File: config.mk
export PLATFORM = sky130hd
export DESIGN_NAME = stream_k_group_reverser
export DESIGN_NICKNAME = d
export VERILOG_FILES = /design/src/hdl/skgr_pkg.sv /design/src/hdl/stream_k_group_reverser.sv /design/src/hdl/skgr_ctrl.sv /design/src/hdl/skgr_dp.sv
export SDC_FILE = /design/constraint.sdc
export NUM_CORES = 1
export LEC_CHECK = 0
export ABC_AREA = 0
export BUFFER_PORTS_ARGS = -buffer_cell sky130_fd_sc_hd__buf_2
export CAP_MARGIN = 40
export CORE_MARGIN = 10
export CORE_UTILIZATION = 60
export DETAILED_ROUTE_END_ITERATION = 8
export PLACE_DENSITY = 0.79
export SYNTH_ARGS = -nofsm -noshare
export SYNTH_HDL_FRONTEND = slang
export SYNTH_SLANG_ARGS = --single-unit
File: constraint.sdc
create_clock -name clk -period 5.5 [get_ports clk]
set_input_delay 0.275 -clock clk [delete_from_list [all_inputs] [get_ports clk]]
set_output_delay 0.275 -clock clk [all_outputs]
set_load 0.02 [all_outputs]
File: src/hdl/skgr_pkg.sv
// Shared types and constants for the stream k-group reverser.
// No dependencies; imported by every module of the block.
`timescale 1ns / 1ps

package skgr_pkg;

  // Payload and register widths
  localparam int DATA_W      = 32;
  localparam int GS_W        = 5;
  localparam int CMP_W       = 8;   // common width for count vs. group size compare
  localparam int APB_DATA_W  = 32;
  localparam int APB_ADDR_W  = 3;
  localparam int MAX_GROUP_DEF = 16;

  // Register map (word index)
  localparam logic [0:0] REG_GROUP_SIZE = 1'b0;

  // Group size after reset
  localparam logic [GS_W-1:0] GROUP_SIZE_RST = 5'd1;

  typedef enum logic [0:0] {
    ST_IDLE,
    ST_EMIT
  } skgr_state_t;

  // Controller -> datapath
  typedef struct packed {
    logic accept;   // input transfer this cycle
    logic load;     // move next buffered element into the output register
  } skgr_cmd_t;

  // Datapath -> controller
  typedef struct packed {
    logic emit_now;   // accepted element closes a run
    logic out_free;   // output register can take a new element
    logic last_item;  // current read position is the last of the run
  } skgr_status_t;

endpackage

File: src/hdl/stream_k_group_reverser.sv
// Top level of the stream k-group reverser: group size register, controller and datapath.
// Depends on skgr_pkg, skgr_ctrl and skgr_dp.
//
//  channel | direction | handshake         | payload
//  --------+-----------+-------------------+------------------------------------------
//  in      | sink      | in_valid/in_stall | in_value, in_end_of_sequence
//  out     | source    | out_valid/stall   | out_value, out_run_last, out_sequence_last
//  config  | APB slave | psel/penable      | group_size at paddr 0
//
// An element that closes no run is only buffered. An element that closes a run of n
// results moves the controller to its emit state: the buffer has one read port, so one
// result is loaded into the output register per cycle while the output is free, and
// no input is taken while the run drains.
// Reset is synchronous and clears control state only; the buffer needs no clearing.
// A stalled output holds its result and delays the remaining results of the run.
`timescale 1ns / 1ps

module stream_k_group_reverser #(
  parameter int MAX_GROUP = skgr_pkg::MAX_GROUP_DEF
) (
  input  logic                                  clk,
  input  logic                                  rst_n,
  input  logic                                  in_valid,
  output logic                                  in_stall,
  input  logic signed [skgr_pkg::DATA_W-1:0]    in_value,
  input  logic                                  in_end_of_sequence,
  output logic                                  out_valid,
  input  logic                                  out_stall,
  output logic signed [skgr_pkg::DATA_W-1:0]    out_value,
  output logic                                  out_run_last,
  output logic                                  out_sequence_last,
  input  logic                                  psel,
  input  logic                                  penable,
  input  logic                                  pwrite,
  input  logic [skgr_pkg::APB_ADDR_W-1:0]       paddr,
  input  logic [skgr_pkg::APB_DATA_W-1:0]       pwdata,
  output logic [skgr_pkg::APB_DATA_W-1:0]       prdata,
  output logic                                  pready
);
  import skgr_pkg::*;

  logic [GS_W-1:0] group_size_r;
  logic            reg_hit;
  skgr_cmd_t       cmd;
  skgr_status_t    status;

  // Register decode: word index from the byte address
  assign reg_hit = (paddr[APB_ADDR_W-1:2] == REG_GROUP_SIZE);
  assign pready  = 1'b1;

  always_ff @(posedge clk) begin
    if (!rst_n) begin
      group_size_r <= GROUP_SIZE_RST;
    end else if (psel && penable && pwrite && pready && reg_hit) begin
      group_size_r <= pwdata[GS_W-1:0];
    end
  end

  assign prdata = reg_hit ? APB_DATA_W'(group_size_r) : '0;

  skgr_ctrl u_ctrl (
    .clk      (clk),
    .rst_n    (rst_n),
    .in_valid (in_valid),
    .in_stall (in_stall),
    .status   (status),
    .cmd      (cmd)
  );

  skgr_dp #(
    .MAX_GROUP (MAX_GROUP)
  ) u_dp (
    .clk                (clk),
    .rst_n              (rst_n),
    .cmd                (cmd),
    .status             (status),
    .group_size         (group_size_r),
    .in_value           (in_value),
    .in_end_of_sequence (in_end_of_sequence),
    .out_valid          (out_valid),
    .out_stall          (out_stall),
    .out_value          (out_value),
    .out_run_last       (out_run_last),
    .out_sequence_last  (out_sequence_last)
  );

endmodule

File: src/hdl/skgr_ctrl.sv
// Sequencing state machine of the k-group reverser: accept phase and emit phase.
// Depends on skgr_pkg.
`timescale 1ns / 1ps

module skgr_ctrl (
  input  logic                  clk,
  input  logic                  rst_n,
  input  logic                  in_valid,
  output logic                  in_stall,
  input  skgr_pkg::skgr_status_t status,
  output skgr_pkg::skgr_cmd_t    cmd
);
  import skgr_pkg::*;

  skgr_state_t state_r, state_nxt;

  // State register
  always_ff @(posedge clk) begin
    if (!rst_n) begin
      state_r <= ST_IDLE;
    end else begin
      state_r <= state_nxt;
    end
  end

  // Next state and commands
  always_comb begin
    state_nxt  = state_r;
    cmd.accept = 1'b0;
    cmd.load   = 1'b0;
    in_stall   = 1'b1;
    case (state_r)
      ST_IDLE: begin
        in_stall   = 1'b0;
        cmd.accept = in_valid;
        if (in_valid && status.emit_now) begin
          state_nxt = ST_EMIT;
        end
      end
      ST_EMIT: begin
        cmd.load = status.out_free;
        if (status.out_free && status.last_item) begin
          state_nxt = ST_IDLE;
        end
      end
      default: begin
        state_nxt = ST_IDLE;
      end
    endcase
  end

endmodule

File: src/hdl/skgr_dp.sv
// Datapath of the k-group reverser: group buffer, fill count, run read-out, output register.
// Depends on skgr_pkg; driven by skgr_ctrl.
`timescale 1ns / 1ps

module skgr_dp #(
  parameter int MAX_GROUP = skgr_pkg::MAX_GROUP_DEF
) (
  input  logic                       clk,
  input  logic                       rst_n,
  input  skgr_pkg::skgr_cmd_t         cmd,
  output skgr_pkg::skgr_status_t      status,
  input  logic [skgr_pkg::GS_W-1:0]   group_size,
  input  logic signed [skgr_pkg::DATA_W-1:0] in_value,
  input  logic                       in_end_of_sequence,
  output logic                       out_valid,
  input  logic                       out_stall,
  output logic signed [skgr_pkg::DATA_W-1:0] out_value,
  output logic                       out_run_last,
  output logic                       out_sequence_last
);
  import skgr_pkg::*;

  localparam int CW = $clog2(MAX_GROUP + 1);
  localparam int AW = (MAX_GROUP > 1) ? $clog2(MAX_GROUP) : 1;

  logic [DATA_W-1:0] buf_r [MAX_GROUP];

  logic [CW-1:0] fill_r, fill_nxt;
  logic [CW-1:0] n_r;
  logic [CW-1:0] pos_r;
  logic          rev_r;
  logic          eos_r;

  logic              out_valid_r, out_valid_nxt;
  logic [DATA_W-1:0] out_value_r;
  logic              out_run_last_r;
  logic              out_seq_last_r;

  logic [CW-1:0] wr_idx;
  logic [CW-1:0] cnt;
  logic          reverse;
  logic [CW-1:0] rd_idx;
  logic          last_item;

  // Write position; clamp keeps it inside the buffer
  assign wr_idx = (fill_r >= CW'(MAX_GROUP)) ? CW'(MAX_GROUP - 1) : fill_r;
  assign cnt    = wr_idx + CW'(1);

  // Group complete: size zero acts as one, oversize acts as MAX_GROUP
  assign reverse = (group_size == '0) || (cnt == CW'(MAX_GROUP)) ||
                   (CMP_W'(cnt) >= CMP_W'(group_size));

  assign fill_nxt = (reverse || in_end_of_sequence) ? '0 : cnt;

  // Read position of the current element of the run
  assign rd_idx    = rev_r ? (n_r - CW'(1) - pos_r) : pos_r;
  assign last_item = ((pos_r + CW'(1)) == n_r);

  assign status.emit_now  = reverse || in_end_of_sequence;
  assign status.out_free  = !out_valid_r || !out_stall;
  assign status.last_item = last_item;

  // Group buffer
  always_ff @(posedge clk) begin
    if (cmd.accept) begin
      buf_r[wr_idx[AW-1:0]] <= in_value;
    end
  end

  // Fill count
  always_ff @(posedge clk) begin
    if (!rst_n) begin
      fill_r <= '0;
    end else if (cmd.accept) begin
      fill_r <= fill_nxt;
    end
  end

  // Run descriptor, taken with every accepted element; the closing element's stays for read-out
  always_ff @(posedge clk) begin
    if (cmd.accept) begin
      n_r   <= cnt;
      rev_r <= reverse;
      eos_r <= in_end_of_sequence;
      pos_r <= '0;
    end else if (cmd.load) begin
      pos_r <= pos_r + CW'(1);
    end
  end

  // Output register
  assign out_valid_nxt = cmd.load ? 1'b1 : (out_valid_r && out_stall);

  always_ff @(posedge clk) begin
    if (!rst_n) begin
      out_valid_r <= 1'b0;
    end else begin
      out_valid_r <= out_valid_nxt;
    end
  end

  always_ff @(posedge clk) begin
    if (cmd.load) begin
      out_value_r    <= buf_r[rd_idx[AW-1:0]];
      out_run_last_r <= last_item;
      out_seq_last_r <= last_item && eos_r;
    end
  end

  assign out_valid         = out_valid_r;
  assign out_value         = out_value_r;
  assign out_run_last      = out_run_last_r;
  assign out_sequence_last = out_seq_last_r;

endmodule

### Yosys cells after proc, flatten, opt, wreduce, memory -nomap -nowiden

Memories as Yosys holds them, arrays and structs flattened. A register that Yosys moved wholly into a read port is not among the register bits.
Cells that the tools add are included.

| storage, ports and cells | value |
|---|---|
| register bits after elaboration | 26 |
| RAM bits | 512 |
| memories kept | 1 |

| operators by class | value |
|---|---|
| $add $sub $neg | 4 |
| order comparisons | 2 |
| equal/unequal tests | 2 |
| muxes and demuxes | 13 |
| bitwise operators | 2 |
| reduce and logical (&&, ||, !) cells | 14 |

Memories:

| memory | depth | bits a word | rd ports | clocked after Yosys merged registers in | wr ports | RTL line | RTL |
|---|---|---|---|---|---|---|---|
| u_dp.buf_r | 16 | 32 | 1 | 1 | 1 | skgr_dp.sv:26 | `logic [DATA_W-1:0] buf_r [MAX_GROUP];` |

Operator list:

| cell | count |
|---|---|
| $mux W5 | 3 |
| $add A5 B1 Y5 const B | 2 |
| $mux W1 | 8 |
| $logic_and A1 B1 Y1 | 7 |
| $eq A5 B5 Y1 | 1 |
| $eq A5 B5 Y1 const B | 1 |
| $ge A5 B5 Y1 | 1 |
| $ge A5 B5 Y1 const B | 1 |
| $logic_not A5 Y1 | 1 |
| $logic_or A1 B1 Y1 | 4 |
| $mux W4 | 1 |
| $sub A4 B1 Y4 const B | 1 |
| $sub A4 B4 Y4 | 1 |
| $logic_not A1 Y1 | 2 |
| $not A1 Y1 | 2 |
| $pmux W1 S2 | 1 |

### Logic depth before layout (Yosys ltp)

Gate-level depths: netlist of run 1.

| logic depth | value |
|---|---|
| depth in word-level cells | 10 |
| depth in mapped cells | 10 |
| gate-level depth less buffers | 9 |

### Hierarchy

A second synthesis of run 1 with hierarchy kept.

| unflattened totals | value |
|---|---|
| cells, all modules | 1724 |
| area total of the unflattened synthesis | 22719.3 um2 |

By module, submodules not included:

| module | instances | cells an instance | area each (um2) |
|---|---|---|---|
| skgr_dp | 1 | 1660 | 22186.3 |
| stream_k_group_reverser | 1 | 58 | 479.2 |
| skgr_ctrl | 1 | 6 | 53.8 |

### Least setup slack after synthesis of run 1

No wires, ideal clock.

| path | value |
|---|---|
| path type | flip-flop to flip-flop |
| start point | register u_ctrl.state_r |
| end point | memory u_dp.buf_r[1][0], enable pin |
| library setup time | 0.421 ns |
| data arrival time | 2.736 ns |
| data required time | 5.079 ns |
| path slack | 2.343 ns |
| cell stages (with the launch flop) | 7 |
| buffers on the path | 1 |
| clock period less this slack | 3.157 ns |
| cell sequence | dfxtp_1 inv_1 nand2_1 inv_1 clkbuf_1 nand2_1 nor2_1 |

RTL lines:

| what | RTL line | RTL |
|---|---|---|
| start, declared | skgr_ctrl.sv:15 | `skgr_state_t state_r, state_nxt;` |
| start signal, assigned | skgr_ctrl.sv:22 | `state_r <= state_nxt;` |
| end, declared | skgr_dp.sv:26 |  |

### Final worst setup path of run 1

| path | value |
|---|---|
| start point | register u_dp.pos_r[0] |
| end point | register u_dp.out_value_r[17], in the netlist u_dp.out_value[17], read port of u_dp.buf_r (data pin) |

| between the ends | value |
|---|---|
| word-level cells in the longest chain between the ends | 2 |

RTL lines:

| what | RTL line | RTL |
|---|---|---|
| start, declared | skgr_dp.sv:30 | `logic [CW-1:0] pos_r;` |
| start signal, assigned | skgr_dp.sv:87 | `pos_r <= pos_r + CW'(1);` |
| $sub A4 B4 Y4 | skgr_dp.sv:56 | `assign rd_idx = rev_r ? (n_r - CW'(1) - pos_r) : pos_r;` |
| $mux W4 (*) | skgr_dp.sv:56 |  |
| end, declared | skgr_dp.sv:35 | `logic [DATA_W-1:0] out_value_r;` |

Every way passes the cells marked *; elsewhere a longest branch is shown, timed or not.
A chain may end at the register's enable or synchronous reset.

==> results of run 1 <==
[critical path, delay by kind of cell (launching register included)]
family	cells	cell delay, ns
mux	4	1.12
buf+inv	2	0.84
flops	1	0.48
fa+ha+maj	1	0.36
[sequential cells by signal (all words and copies together), names as in the netlist, 5 cells and up]
register,cells
u_dp.pos_r,5
u_dp.out_value,32
group_size_r,5
u_dp.buf_r,512
u_dp.fill_r,5
u_dp.n_r,5
[synth_stat cells, types with 2 or more instances]
library cell	instances	area, um2
mux2i_1	103	1030
xor2_1	4	35.0
nor2_1	29	109
dfxtp_1	17	340
a21oi_1	11	55.1
buf_1	6	22.5
or3_1	4	25.0
nand2_1	19	71.3
clkbuf_1	15	56.3
xnor2_1	6	52.6
o21ai_0	6	30.0
nand4_1	4	25.0
ha_1	13	163
buf_4	29	218
nor2b_1	4	25.0
or2_2	2	12.5
conb_1	2	7.51
buf_2	17	85.1
inv_1	14	52.6
edfxtp_1	553	16600
mux4_2	128	2880
nand3_1	6	30.0
buf_6	2	22.5
[logic make-up (layout without fill, tap and decap cells)]
| logic type | count (synthesis) | in the layout |
|---|---|---|
| mux | 231 | 231 |
| simple gates | 75 | 75 |
| xor+xnor | 10 | 10 |
| compound gates | 26 | 26 |
| flops | 570 | 570 |
| other cells | 2 | 30 |
| buf+inv | 83 | 228 |
| fa+ha+maj | 14 | 14 |
[cell type report]
type / instances / share of cell area
inverters: 14 / 0.00211
diodes: 2 / 0.000201
multi-input cells: 384 / 0.200
clock buffers: 61 / 0.0561
flip-flops and latches: 570 / 0.679
well taps: 468 / 0.0235
repair buffers: 119 / 0.0298
clock inverters: 34 / 0.00968
[routing by layer]
metal  wire length, um  up-vias  track usage
met4               879        4       0.0588
li1                  -     4373            -
met2             22700      423        0.338
met1             17800     5310        0.274
met3              3060       70       0.0342
met5                27        -            0
[report_power, final]
part	internal, mW	total (mW)	switching [mW]
sequential	4.89	4.92	0.0323
clock	1.95	3.46	1.51
combinational	0.840	1.78	0.936
total	7.69	10.2	2.48
[what timing repair did]
item                                   4_1_cts  5_1_grt
hold buffers                                 8        0
buffers inserted                             0        0
endpoints found under the hold margin        7        0
[metrics by stage]
step	power (mW)	hold WS, ns	util	area, um2
2_1_floorplan	6.37	0.337	-	22200
3_3_place_gp	6.76	0.455	0.635	23200
3_5_place_dp	6.80	0.461	0.636	23200
4_1_cts	10.3	0.0500	0.683	24900
5_1_grt	10.5	0.0685	0.683	25000
6_report	10.2	0.0796	0.683	25000
[worst min-delay path by stage]
stage,slack (ns),startpoint,end,depth (start not counted)
5_1_grt,0.07,in_value[16],u_dp.buf_r[2][16],1
3_3_place_gp,0.45,rst_n,group_size_r[0],2
6_report,0.08,in_value[15],u_dp.buf_r[3][15],1
2_1_floorplan,0.34,rst_n,group_size_r[0],1
4_1_cts,0.05,in_value[19],u_dp.buf_r[0][19],1
3_5_place_dp,0.46,rst_n,group_size_r[0],2
==> results.toml, run 1 <==
[global_route]
antenna_found_initial = 4
grt_pass1_wl_um = 67400
grt_pass1_vias = 10700
grt_use_total = 0.203
grt.overflow.total = 0
grt_max_degree = 129

[routing]
dr.pass1.iters = 5
drt-total-wl_um = 44500
viasPerCell = 6.16
vias = 10200
ant_nets = 0
post_drt_wl_per_cell_um = 27.0
drtIter0Drc = 1198
drc_errors = 0

[synth]
synth-edff-count = 553
synthSimpleGateAreaFrac = 0.0158
synth.cell_area_um2 = 22100
yosys.area_share.adder = 0.00826
ys_seq_area_frac = 0.766
synth.avg_cell_area_um2 = 21.9
synth-xor-area-share = 0.00396
synthCells = 1011
ys_seq_elements = 570
synthFlopType = "edfxtp_1"
yosys.cell_types.count = 40
muxShareOfSynthArea = 0.177
synthArstFlopShare = 0
ys_warn_count = 0
synth_compound_area_frac = 0.00758
synth_top_family_by_area = "multiplexers"

[clocking]
cts.path.max_buffers = 3
cts_made_buffers = 53
cts-resized-gates = 0
ctsRootBufferMaster = "clkbuf_16"
clock_latency_ns = 0.57
clkTransAtPathRegs_ns = 0.06
clock-sinks = 570
tritoncts = "yes"
h-tree-depth = 2

[floorplanning]
core_area_um2 = 36500
io_pins = 144
initial_core_util = 0.605
die_h_um = 212
die_w_um = 212
die_area_um2 = 44900
num_rows = 70

[timing]
rsz0062_at_grt = "false"
worst_pin_slew_ns = 1.06
setup_slack_ns = 2.31
finalMaxSlewViolations = 0
setup_viol = 0
fin_skew_ns = 0.0191
hold_viol_final = 0
finalCritPeriodShare = 0.581
fin_tns_setup_ns = 0
slew_headroom = 0.295
period_needed_ns = 3.20
max_freq_mhz = 313

[layout]
finalNetCount = 1231
drive_gt1_frac = 0.287
final_common_cell = "edfxtp_1"
multi_input_area_um2 = 4980
syn_to_final_growth_pct = 12.9
final_cell_mix = "edfxtp_1, mux4_2, mux2i_1"
nFillCells = 2215
regArea_um2 = 16900
layoutNonFillerInstCount = 1652

[worst_setup_path]
r2r-end = "u_dp.out_value[17]"
startpoint_type = "register"
worstPathRequired_ns = 5.77
rrSetupSlack_ns = 2.31
r2r_cells = 7
cp.arrival_ns = 3.46
max_stage_delay_ns = 0.76
critical_path.endpoint = "u_dp.out_value[17]"
r2r-start = "u_dp.pos_r[0]"
worstSetupEndpointType = "register"
crit_path_frequent_cell = "mux2i_1"
path_cells = "inv_1 -> ha_1 -> mux2i_4 -> buf_12 -> mux4_2 -> mux2i_1 -> mux2i_1"
crit_fanout = 128
worst-setup-path-type = "reg -> reg"
cp_slowest_cell = "buf_12"
cp-startpoint = "u_dp.pos_r[0]"

[pwr]
peakVddDrop_mv = 0.388
leakage_nw = 8.46
p_per_area_nw_per_um2 = 407

[placed_design]
dp_hpwl_um = 23000
place_ws_ns = 2.23
place_congestion = 0.746
io_buffer_count = 86
dp.cells = 1547

[min_path]
hold_class = "in -> reg"

[run]
timing.max_cap.violations = 0

[status]
status = "completed"
Power figures use the tool's default switching activity.
==> run 2: changes to the inputs <==
==> constraint.sdc (replaced) <==
create_clock -name clk -period 3.3 [get_ports clk]
set_input_delay 0.165 -clock clk [delete_from_list [all_inputs] [get_ports clk]]
set_output_delay 0.165 -clock clk [all_outputs]
set_load 0.02 [all_outputs]
==> results.toml, run 2 (same netlist as run 1, synthesis figures left out) <==
[pwr]
p_sw_frac = 0.242
clock_power_share = 0.348
p_total_mw = 17.4
power_frac_seq = 0.471
peakVddDrop_mv = 0.453
leakage_nw = 8.77
internal-power_mw = 13.2
p_per_area_nw_per_um2 = 677
p_sw_mw = 4.21
comb_power_share = 0.181

[timing]
setup_viol = 0
slew_headroom = 0.525
hold_viol_final = 0
fin_skew_ns = 0.0225
finalMaxSlewViolations = 0
finalCritPeriodShare = 0.928
worst_pin_slew_ns = 0.711
rsz0062_at_grt = "false"
finalHoldWorstSlack_ns = 0.175
setup_slack_ns = 0.238
period_needed_ns = 3.06
max_freq_mhz = 327
fin_tns_setup_ns = 0

[clocking]
ctsRootBufferMaster = "clkbuf_16"
cts.path.max_buffers = 3
clock-sinks = 570
clock_latency_ns = 0.58
h-tree-depth = 2
clkTransAtPathRegs_ns = 0.06
post_cts_buffers = 0
cts_made_buffers = 55
tritoncts = "yes"

[routing]
post_drt_wl_per_cell_um = 26.8
ant_nets = 0
viasPerCell = 6.16
vias = 10500
drtIter0Drc = 1196
drt-total-wl_um = 45700
drc_errors = 0
dr.pass1.iters = 5

[global_route]
antenna_found_initial = 2
grt_pass1_vias = 11100
grt.overflow.total = 0
grt_pass1_wl_um = 68900
grt_max_degree = 57
grt_use_total = 0.207

[worst_setup_path]
rrSetupSlack_ns = 0.24
cp-startpoint = "u_dp.pos_r[0]"
crit_family = "multiplexers"
path_depth = 8
worst-setup-path-type = "reg -> reg"
crit_buf_inv = 2
r2r_cells = 8
worstSetupEndpointType = "register"
max_stage_delay_ns = 0.48
r2r-end = "u_dp.out_value[28]"
critical_path.endpoint = "u_dp.out_value[28]"
worstPathRequired_ns = 3.60
crit_fanout = 30
crit_path_frequent_cell = "mux2i_1"
startpoint_type = "register"
cp.arrival_ns = 3.37
path_cells = "inv_1 -> ha_1 -> fa_1 -> mux2i_4 -> buf_12 -> mux4_2 -> mux2i_1 -> mux2i_1"
r2r-start = "u_dp.pos_r[0]"
cp_slowest_cell = "fa_1"

[floorplanning]
die_area_um2 = 44900
io_pins = 144
num_rows = 70
core_area_um2 = 36500
die_w_um = 212
die_h_um = 212
initial_core_util = 0.605

[layout]
final_common_cell = "edfxtp_1"
syn_to_final_growth_pct = 16.4
largest_reg_flops = 512
finalNetCount = 1277
nFillCells = 2086
fin_util = 0.705
final_cell_mix = "edfxtp_1, mux4_2, mux2i_1"
drive_gt1_frac = 0.284

[status]
status = "completed"

[placed_design]
place_ws_ns = 0.346
io_buffer_count = 86
dp_hpwl_um = 23500
place_congestion = 0.736

[run]
timing.max_cap.violations = 0

[min_path]
hold_class = "in -> reg"
## run 2: worst min path at each step
stage | from | end | slack (ns) | cells after the start
6_report | pwrite | group_size_r[4] | 0.18 | 4
4_1_cts | pwrite | group_size_r[4] | 0.17 | 4
3_3_place_gp | rst_n | group_size_r[0] | 0.35 | 2
5_1_grt | pwrite | group_size_r[4] | 0.20 | 4
3_5_place_dp | rst_n | group_size_r[0] | 0.35 | 2
2_1_floorplan | rst_n | group_size_r[0] | 0.23 | 1
## run 2: power groups by stage
stage                     combinational (mW)  clock (mW)  sequential, mW
final                                   3.15        6.07            8.21
after global placement                  3.05           0            8.35
after detailed placement                3.11           0            8.36
after CTS                               3.21        6.15            8.21
after global routing                    3.39        6.43            8.22
after floorplan                         2.14           0            8.48
## run 2: metal layers
layer | GRT usage | routed length, um | vias up | part of all wire
li1 | - | - | 4476 | -
met4 | 0.0632 | 1050 | 0 | 0.023
met2 | 0.349 | 23500 | 443 | 0.51
met1 | 0.273 | 17900 | 5499 | 0.39
met3 | 0.0375 | 3220 | 78 | 0.070
met5 | 0 | 0 | - | 0
## run 2: tightest hold or removal path, cell delays in order
cell	delay, ns
buf_2	0.10
nand4b_1	0.27
mux2i_1	0.12
nor2_1	0.07
## run 2: timing repair
action                    in CTS  in global routing
hold endpoints to repair     521                  0
hold buffers                  41                  0
gates resized for setup        0                  0
## run 2: stage by stage
step,area (um2),instances
3_5_place_dp,23600,1558
3_3_place_gp,23600,1557
5_1_grt,25700,1703
6_report,25700,1703
2_1_floorplan,22200,1037
4_1_cts,25700,1701
## run 2: area by class of cell
cell class                      count  area [um2]  area share
Antenna cell                        2        5.00    0.000194
Clock buffer                       81        1580      0.0613
Clock inverter                     21         175     0.00681
Inverter                           14        52.6     0.00204
Multi-Input combinational cell    384        4980       0.194
Sequential cell                   570       16900       0.659
Tap cell                          468         586      0.0228
Timing Repair Buffer              163        1410      0.0548
